==> config.mk <==
export PLATFORM = sky130hd
export DESIGN_NAME = camera_trigger_sequencer
export DESIGN_NICKNAME = d
export VERILOG_FILES = /design/src/rtl/ctsq_pkg.sv /design/src/rtl/ctsq_cfg.sv /design/src/rtl/ctsq_core.sv /design/src/rtl/camera_trigger_sequencer.sv
export SDC_FILE = /design/constraint.sdc
export NUM_CORES = 1
export LEC_CHECK = 0
export BUFFER_PORTS_ARGS = -buffer_cell sky130_fd_sc_hd__buf_4
export CORE_UTILIZATION = 45
export DETAILED_ROUTE_END_ITERATION = 6
export PLACE_DENSITY = 0.71
export SETUP_SLACK_MARGIN = 0.4
export SLEW_MARGIN = 20
export SYNTH_ARGS = -nofsm -noshare
export SYNTH_HDL_FRONTEND = slang
export SYNTH_SLANG_ARGS = --single-unit
==> constraint.sdc <==
create_clock -name i_clk -period 3.9 [get_ports i_clk]
set_input_delay 0.585 -clock i_clk [delete_from_list [all_inputs] [get_ports i_clk]]
set_output_delay 0.585 -clock i_clk [all_outputs]
set_load 0.005 [all_outputs]
==> src/rtl/ctsq_pkg.sv <==
// Shared types, codes and reset values for the camera trigger sequencer.
package ctsq_pkg;

    localparam int unsigned PW_W    = 10;
    localparam int unsigned PRE_W   = 13;
    localparam int unsigned POST_W  = 14;
    localparam int unsigned TMO_W   = 16;
    localparam int unsigned TICK_W  = 16;
    localparam int unsigned CNT_W   = 32;
    localparam int unsigned CMD_W   = 2;
    localparam int unsigned CIDX_W  = 3;
    localparam int unsigned CDATA_W = 16;

    typedef enum logic [CMD_W-1:0] {
        CMD_TICK  = 2'd0,
        CMD_START = 2'd1,
        CMD_TEST  = 2'd2
    } t_cmd;

    typedef enum logic [CIDX_W-1:0] {
        REG_ENABLE    = 3'd0,
        REG_PULSE_W   = 3'd1,
        REG_PRE_DLY   = 3'd2,
        REG_POST_DLY  = 3'd3,
        REG_READY_TMO = 3'd4,
        REG_USE_READY = 3'd5
    } t_reg_idx;

    typedef enum logic [2:0] {
        PH_IDLE  = 3'd0,
        PH_PRE   = 3'd1,
        PH_PULSE = 3'd2,
        PH_READY = 3'd3,
        PH_POST  = 3'd4
    } t_phase;

    localparam logic              RST_ENABLE    = 1'b1;
    localparam logic [PW_W-1:0]   RST_PULSE_W   = 10'd50;
    localparam logic [PRE_W-1:0]  RST_PRE_DLY   = 13'd100;
    localparam logic [POST_W-1:0] RST_POST_DLY  = 14'd100;
    localparam logic [TMO_W-1:0]  RST_READY_TMO = 16'd5000;
    localparam logic              RST_USE_READY = 1'b0;

    typedef struct packed {
        logic              enable;
        logic [PW_W-1:0]   pulse_width;
        logic [PRE_W-1:0]  pre_delay;
        logic [POST_W-1:0] post_delay;
        logic [TMO_W-1:0]  ready_timeout;
        logic              use_ready;
    } t_cfg;

    typedef struct packed {
        logic             trigger_level;
        logic             active;
        logic             done_res;
        logic             success;
        logic [CNT_W-1:0] trigger_total;
        logic [CNT_W-1:0] last_pulse_time;
    } t_result;

    // a zero width still gives a one-tick pulse
    function automatic logic [PW_W-1:0] pulse_fix(input logic [PW_W-1:0] w);
        pulse_fix = (w == '0) ? PW_W'(1) : w;
    endfunction

endpackage

==> src/rtl/ctsq_cfg.sv <==
// Configuration register file of the camera trigger sequencer.
module ctsq_cfg (
    input  logic                          i_clk,
    input  logic                          i_rst_n,
    input  logic                          i_cfg_valid,
    output logic                          o_cfg_ready,
    input  logic [ctsq_pkg::CIDX_W-1:0]   i_cfg_index,
    input  logic [ctsq_pkg::CDATA_W-1:0]  i_cfg_data,
    output ctsq_pkg::t_cfg                o_cfg
);
    import ctsq_pkg::*;

    t_cfg r_cfg;

    assign o_cfg_ready = 1'b1;
    assign o_cfg       = r_cfg;

    always_ff @(posedge i_clk) begin
        if (!i_rst_n) begin
            r_cfg.enable        <= RST_ENABLE;
            r_cfg.pulse_width   <= RST_PULSE_W;
            r_cfg.pre_delay     <= RST_PRE_DLY;
            r_cfg.post_delay    <= RST_POST_DLY;
            r_cfg.ready_timeout <= RST_READY_TMO;
            r_cfg.use_ready     <= RST_USE_READY;
        end else if (i_cfg_valid) begin
            unique case (i_cfg_index)
                REG_ENABLE:    r_cfg.enable        <= i_cfg_data[0];
                REG_PULSE_W:   r_cfg.pulse_width   <= i_cfg_data[PW_W-1:0];
                REG_PRE_DLY:   r_cfg.pre_delay     <= i_cfg_data[PRE_W-1:0];
                REG_POST_DLY:  r_cfg.post_delay    <= i_cfg_data[POST_W-1:0];
                REG_READY_TMO: r_cfg.ready_timeout <= i_cfg_data[TMO_W-1:0];
                REG_USE_READY: r_cfg.use_ready     <= i_cfg_data[0];
                default: begin
                end
            endcase
        end
    end

endmodule

==> src/rtl/ctsq_core.sv <==
// Sequencer state machine, tick clock and pulse statistics.
module ctsq_core (
    input  logic                         i_clk,
    input  logic                         i_rst_n,
    input  ctsq_pkg::t_cfg               i_cfg,
    input  logic                         i_accept,
    input  logic [ctsq_pkg::CMD_W-1:0]   i_cmd,
    input  logic                         i_wait_ready,
    input  logic [ctsq_pkg::PW_W-1:0]    i_custom_width,
    input  logic                         i_camera_busy,
    output ctsq_pkg::t_result            o_result
);
    import ctsq_pkg::*;

    t_phase            r_phase, n_phase;
    logic [TICK_W-1:0] r_ticks, n_ticks;
    logic [PW_W-1:0]   r_len, n_len;
    logic              r_full, n_full;
    logic              r_wait, n_wait;
    logic [CNT_W-1:0]  r_clock, n_clock;
    logic [CNT_W-1:0]  r_count, n_count;
    logic [CNT_W-1:0]  r_last, n_last;

    logic              fin_done, fin_ok;
    logic [TICK_W-1:0] ticks_inc;
    logic              post_zero;
    logic [PW_W-1:0]   test_width;

    assign ticks_inc  = r_ticks + TICK_W'(1);
    assign post_zero  = (i_cfg.post_delay == '0);
    assign test_width = (i_custom_width != '0) ? i_custom_width : i_cfg.pulse_width;

    always_ff @(posedge i_clk) begin
        if (!i_rst_n) begin
            r_phase <= PH_IDLE;
            r_ticks <= '0;
            r_len   <= '0;
            r_full  <= 1'b0;
            r_wait  <= 1'b0;
            r_clock <= '0;
            r_count <= '0;
            r_last  <= '0;
        end else if (i_accept) begin
            r_phase <= n_phase;
            r_ticks <= n_ticks;
            r_len   <= n_len;
            r_full  <= n_full;
            r_wait  <= n_wait;
            r_clock <= n_clock;
            r_count <= n_count;
            r_last  <= n_last;
        end
    end

    always_comb begin
        n_phase  = r_phase;
        n_ticks  = r_ticks;
        n_len    = r_len;
        n_full   = r_full;
        n_wait   = r_wait;
        n_clock  = r_clock;
        n_count  = r_count;
        n_last   = r_last;
        fin_done = 1'b0;
        fin_ok   = 1'b0;

        unique case (i_cmd)
            CMD_TICK: begin
                n_clock = r_clock + CNT_W'(1);
                unique case (r_phase)
                    PH_PRE: begin
                        n_ticks = ticks_inc;
                        if (ticks_inc >= TICK_W'(i_cfg.pre_delay)) begin
                            n_phase = PH_PULSE;
                            n_ticks = '0;
                            n_len   = pulse_fix(i_cfg.pulse_width);
                        end
                    end
                    PH_PULSE: begin
                        n_ticks = ticks_inc;
                        if (ticks_inc >= TICK_W'(r_len)) begin
                            // pulse ends: count it and stamp the tick time
                            n_count = r_count + CNT_W'(1);
                            n_last  = n_clock;
                            n_ticks = '0;
                            if (!r_full) begin
                                n_phase  = PH_IDLE;
                                fin_done = 1'b1;
                                fin_ok   = 1'b1;
                            end else if (r_wait && i_camera_busy) begin
                                n_phase = PH_READY;
                            end else if (post_zero) begin
                                n_phase  = PH_IDLE;
                                fin_done = 1'b1;
                                fin_ok   = 1'b1;
                            end else begin
                                n_phase = PH_POST;
                            end
                        end
                    end
                    PH_READY: begin
                        if (!i_camera_busy) begin
                            n_ticks = '0;
                            if (post_zero) begin
                                n_phase  = PH_IDLE;
                                fin_done = 1'b1;
                                fin_ok   = 1'b1;
                            end else begin
                                n_phase = PH_POST;
                            end
                        end else if (r_ticks >= i_cfg.ready_timeout) begin
                            n_phase  = PH_IDLE;
                            n_ticks  = '0;
                            fin_done = 1'b1;
                        end else begin
                            n_ticks = ticks_inc;
                        end
                    end
                    PH_POST: begin
                        n_ticks = ticks_inc;
                        if (ticks_inc >= TICK_W'(i_cfg.post_delay)) begin
                            n_phase  = PH_IDLE;
                            n_ticks  = '0;
                            fin_done = 1'b1;
                            fin_ok   = 1'b1;
                        end
                    end
                    default: begin
                    end
                endcase
            end
            CMD_START: begin
                if (r_phase == PH_IDLE) begin
                    if (!i_cfg.enable) begin
                        n_ticks  = '0;
                        fin_done = 1'b1;
                        fin_ok   = 1'b1;
                    end else begin
                        n_full  = 1'b1;
                        n_wait  = i_wait_ready & i_cfg.use_ready;
                        n_ticks = '0;
                        if (i_cfg.pre_delay == '0) begin
                            n_phase = PH_PULSE;
                            n_len   = pulse_fix(i_cfg.pulse_width);
                        end else begin
                            n_phase = PH_PRE;
                        end
                    end
                end
            end
            CMD_TEST: begin
                if (r_phase == PH_IDLE) begin
                    n_full  = 1'b0;
                    n_wait  = 1'b0;
                    n_phase = PH_PULSE;
                    n_ticks = '0;
                    n_len   = pulse_fix(test_width);
                end
            end
            default: begin
            end
        endcase

        o_result.trigger_level   = (n_phase == PH_PULSE);
        o_result.active          = (n_phase != PH_IDLE);
        o_result.done_res        = fin_done;
        o_result.success         = fin_ok;
        o_result.trigger_total   = n_count;
        o_result.last_pulse_time = n_last;
    end

endmodule

==> src/rtl/camera_trigger_sequencer.sv <==
// Top level of the camera trigger sequencer: config port, core and result register.
//
//  channel | valid      | ready       | payload
//  --------+------------+-------------+--------------------------------------------
//  request | i_in_valid | o_in_ready  | i_cmd, i_wait_ready, i_custom_width,
//          |            |             | i_camera_busy
//  result  | o_out_valid| i_out_ready | o_trigger_level, o_active, o_done_res,
//          |            |             | o_success, o_trigger_total, o_last_pulse_time
//  config  | i_cfg_valid| o_cfg_ready | i_cfg_index, i_cfg_data
//
// One request per cycle while o_in_ready is high; its result appears in the result register on the next cycle.
// The sequencer state updates at the accepting edge in a single pass of logic.
// A request is taken whenever the result register is empty or being drained.
// Reset is synchronous, active low, and loads the register defaults; config is always ready.
module camera_trigger_sequencer (
    input  logic                          i_clk,
    input  logic                          i_rst_n,
    input  logic                          i_in_valid,
    output logic                          o_in_ready,
    input  logic [ctsq_pkg::CMD_W-1:0]    i_cmd,
    input  logic                          i_wait_ready,
    input  logic [ctsq_pkg::PW_W-1:0]     i_custom_width,
    input  logic                          i_camera_busy,
    output logic                          o_out_valid,
    input  logic                          i_out_ready,
    output logic                          o_trigger_level,
    output logic                          o_active,
    output logic                          o_done_res,
    output logic                          o_success,
    output logic [ctsq_pkg::CNT_W-1:0]    o_trigger_total,
    output logic [ctsq_pkg::CNT_W-1:0]    o_last_pulse_time,
    input  logic                          i_cfg_valid,
    output logic                          o_cfg_ready,
    input  logic [ctsq_pkg::CIDX_W-1:0]   i_cfg_index,
    input  logic [ctsq_pkg::CDATA_W-1:0]  i_cfg_data
);
    import ctsq_pkg::*;

    t_cfg    cfg;
    t_result result;
    t_result r_out;
    logic    r_out_valid;
    logic    accept;

    assign o_in_ready = !r_out_valid || i_out_ready;
    assign accept     = i_in_valid && o_in_ready;

    ctsq_cfg u_cfg (
        .i_clk       (i_clk),
        .i_rst_n     (i_rst_n),
        .i_cfg_valid (i_cfg_valid),
        .o_cfg_ready (o_cfg_ready),
        .i_cfg_index (i_cfg_index),
        .i_cfg_data  (i_cfg_data),
        .o_cfg       (cfg)
    );

    ctsq_core u_core (
        .i_clk          (i_clk),
        .i_rst_n        (i_rst_n),
        .i_cfg          (cfg),
        .i_accept       (accept),
        .i_cmd          (i_cmd),
        .i_wait_ready   (i_wait_ready),
        .i_custom_width (i_custom_width),
        .i_camera_busy  (i_camera_busy),
        .o_result       (result)
    );

    always_ff @(posedge i_clk) begin
        if (!i_rst_n) begin
            r_out_valid <= 1'b0;
        end else if (accept) begin
            r_out_valid <= 1'b1;
        end else if (i_out_ready) begin
            r_out_valid <= 1'b0;
        end
    end

    // hold the result until taken
    always_ff @(posedge i_clk) begin
        if (accept) begin
            r_out <= result;
        end
    end

    assign o_out_valid       = r_out_valid;
    assign o_trigger_level   = r_out.trigger_level;
    assign o_active          = r_out.active;
    assign o_done_res        = r_out.done_res;
    assign o_success         = r_out.success;
    assign o_trigger_total   = r_out.trigger_total;
    assign o_last_pulse_time = r_out.last_pulse_time;

endmodule

==> metrics.txt <==
outcome=completed; CP Launch Type=register; maximum VDD drop=308 uV; commonest non-fill, non-tap cells in the layout=nand2_1, dfxtp_1, buf_4; CP arrival=3.87 ns; gp weighted congestion=0.901; drt wl/cell=16.4 um; fmax=290 MHz; first-pass GRT wire length=52000 um; Tcrit/Tclk final=88.3%; DP Worst Slack=0.269 ns; gr ovfl total=0; vias=11.0k; RSZ-0062 raised after global routing=no; post-layout min period=3.44 ns; IO Pins=109; Die ar.=0.0297 mm2; internal power=4.47 mW; most frequent CP cell=buf_4; Max Slew Vio Count=0; Die W=172 um; Mapped Nets=1586; Yosys reg bits=251; initial antenna violation count=0; slew margin rel.=32.6%; CP Class=reg -> reg; largest net degree at the start of global routing=93; most common cell after layout, fill and taps aside=nand2_1; Seq pwr share=47.5%; Main synth FF type=dfxtp_1; CTS Hold Bufs=0; setup_tns=0 ns; port bufs=107; # Max-Cap Violations=0; final cell count without fillers=1984; TritonCTS Sinks=251; Worst Tran Pin Value=1.00 ns; net load switching power=1.39 mW; Pwr Density=382 mW/mm2; synthesized cell area=0.0131 mm2; Critical Path Sink Type=register; Leakage Power=5.84 nW; Clk pin slew, worst setup/hold paths=0.06 ns; Synth area leader=dfxtp_1; critical path fanouts, max=21; Comb pwr share=7.8%; Placed Cells=1927; setup slack after layout=0.457 ns; clock share of power=44.7%; Initial Utilization=45.7%; HPWL after detailed placement=22800 um; number of diodes=0; Final Setup Violations=0; vias in the first global route=10.2k; Setup Skew=0.00926 ns; sequential share of the synthesized area=43.7%; synth unique cells=76; Vias/cell=5.52; GRT Resource Usage Total=21.9%; WP buf/inv=3; Switching Fraction=23.7%; final hold viol count=0; DRT Pass-1 Iters=6; CTS tree=yes; Iter 0 DRT Violations=969; top cell type's share of synthesized area=28.0%; Syn Area/Cell=8.77 um2; Hold WC Path Type=in -> reg; EDFF count, synth=68; Synth area leaders=dfxtp_1, edfxtp_1, nand2_1, ha_1, xnor2_1; Max Root-Sink Buffers=3; CP max-delay cell=dfxtp_1; CTS buffer count=27; Largest stage delay, worst path=0.52 ns; DRC Markers=0; DIE HEIGHT=172 um; Rows=62; crit-path cells=nand3_4, buf_4, nor3_4, and3_1, xor2_1, ha_1, nand3_1, a211oi_1, o211ai_1, a211oi_2, buf_4, o21ai_0, o2111a_2, buf_12, a41oi_1, nor2_1; Yosys Warn Count=0; H-tree lvl count=1; NumNets Final=1675; root buf cell=clkbuf_16; WL final=32500 um; Worst EP required=4.33 ns; core area=0.0286 mm2; asr flop ratio synth=0%; Area Overhead vs Synth=17.6%; layout cells sized above 1=15.3%; antenna viol nets, final=0; Skew-Pair Late Insertion Delay=0.55 ns; synthesized instance count=1490; cell family with most CP delay=compound AO/OA/AOI/OAI gates
==> worst paths after layout <==
check                         start                 to  slack [ns]  cells past startpoint
setup reg to reg  u_core.r_ticks[6]  u_core.r_ticks[2]        0.46                     16
hold / removal       i_cfg_data[15]    u_cfg.o_cfg[16]        0.30                      3
setup / recovery  u_core.r_ticks[6]  u_core.r_ticks[2]        0.46                     16
hold reg to reg     u_cfg.o_cfg[12]    u_cfg.o_cfg[12]        0.46                      2
==> per-stage QoR <==
step	hold WS, ns	cell area (um2)	utilization [%]	power (mW)
2_1_floorplan	0.436	13100	-	3.09
3_3_place_gp	0.445	14300	49.9	3.28
6_report	0.296	15400	53.7	5.87
3_5_place_dp	0.449	14300	49.9	3.29
5_1_grt	0.293	15400	53.7	6.07
4_1_cts	0.285	15200	53.2	5.90
==> registers in the layout, indices dropped and copies added, names as in the netlist, 3 cells and up <==
signal,flops
u_core.r_phase,3
u_core.r_len,10
o_last_pulse_time,32
u_core.r_clock,32
u_cfg.o_cfg,55
u_core.r_count,32
u_core.r_ticks,16
o_trigger_total,32
u_core.r_last,32
==> cell usage after synthesis, types with 11 or more instances <==
cell type  number
nor4_1         11
nor2_1        113
inv_1          65
dfxtp_1       183
xnor2_1        67
ha_1           58
nand2_1       226
and3_1         42
buf_2          11
edfxtp_1       68
nand3_1        60
a31o_1         27
xor2_1         53
a21oi_1        95
nor3_1         26
clkbuf_1       65
o21ai_1        32
o21ai_0        44
or3_1          22
a211oi_1       13
o211ai_1       15
nand4_1        32
a31oi_1        14
==> kinds of logic (layout without fill, tap and decap cells) <==
| kind of cell | Yosys count | after routing | share of synthesized area [%] |
|---|---|---|---|
| compound gates | 301 | 301 | 14.8 |
| xor+xnor | 121 | 121 | 8.21 |
| fa+ha+maj | 58 | 58 | 5.55 |
| buf+inv | 154 | 264 | 4.82 |
| flops | 251 | 251 | 43.7 |
| mux | 3 | 3 | 0.230 |
| other cells | 1 | 1 | 0.0287 |
| simple gates | 601 | 601 | 22.8 |
==> repair_timing <==
item,4_1_cts,5_1_grt
setup endpoints to repair,108,114
pin swaps,1,1
resized for setup,9,20
setup buffers,1,6
==> tightest hold or removal path, stage by stage <==
cell	delay, ns
buf_4	0.11
nand2_1	0.05
a21oi_1	0.05
==> metal layers <==
layer  global-route usage [%]  wire length [um]  vias to the layer above
li1                         -                 -                     5449
met1                     30.1             15000                     5167
met2                     35.2             14800                      278
met3                     3.11              1800                       66
met4                     7.50               890                        0
met5                        0                 0                        -
==> power by group through the flow <==
| stage | registers [mW] | logic [mW] | clock network (mW) |
|---|---|---|---|
| global route | 2.79 | 0.505 | 2.77 |
| finish | 2.79 | 0.458 | 2.62 |
| floorplan | 2.83 | 0.254 | 0 |
| global placement | 2.84 | 0.437 | 0 |
| detailed placement | 2.84 | 0.443 | 0 |
| CTS | 2.79 | 0.448 | 2.67 |
==> final cells by class <==
type,count,area [um2]
Clock buffer,30,697
Clock inverter,20,213
Fill cell,2552,13300
Inverter,66,251
Multi-Input combinational cell,1085,6860
Sequential cell,251,5720
Tap cell,384,480
Timing Repair Buffer,148,1150
(Power assumes the default switching activity.)
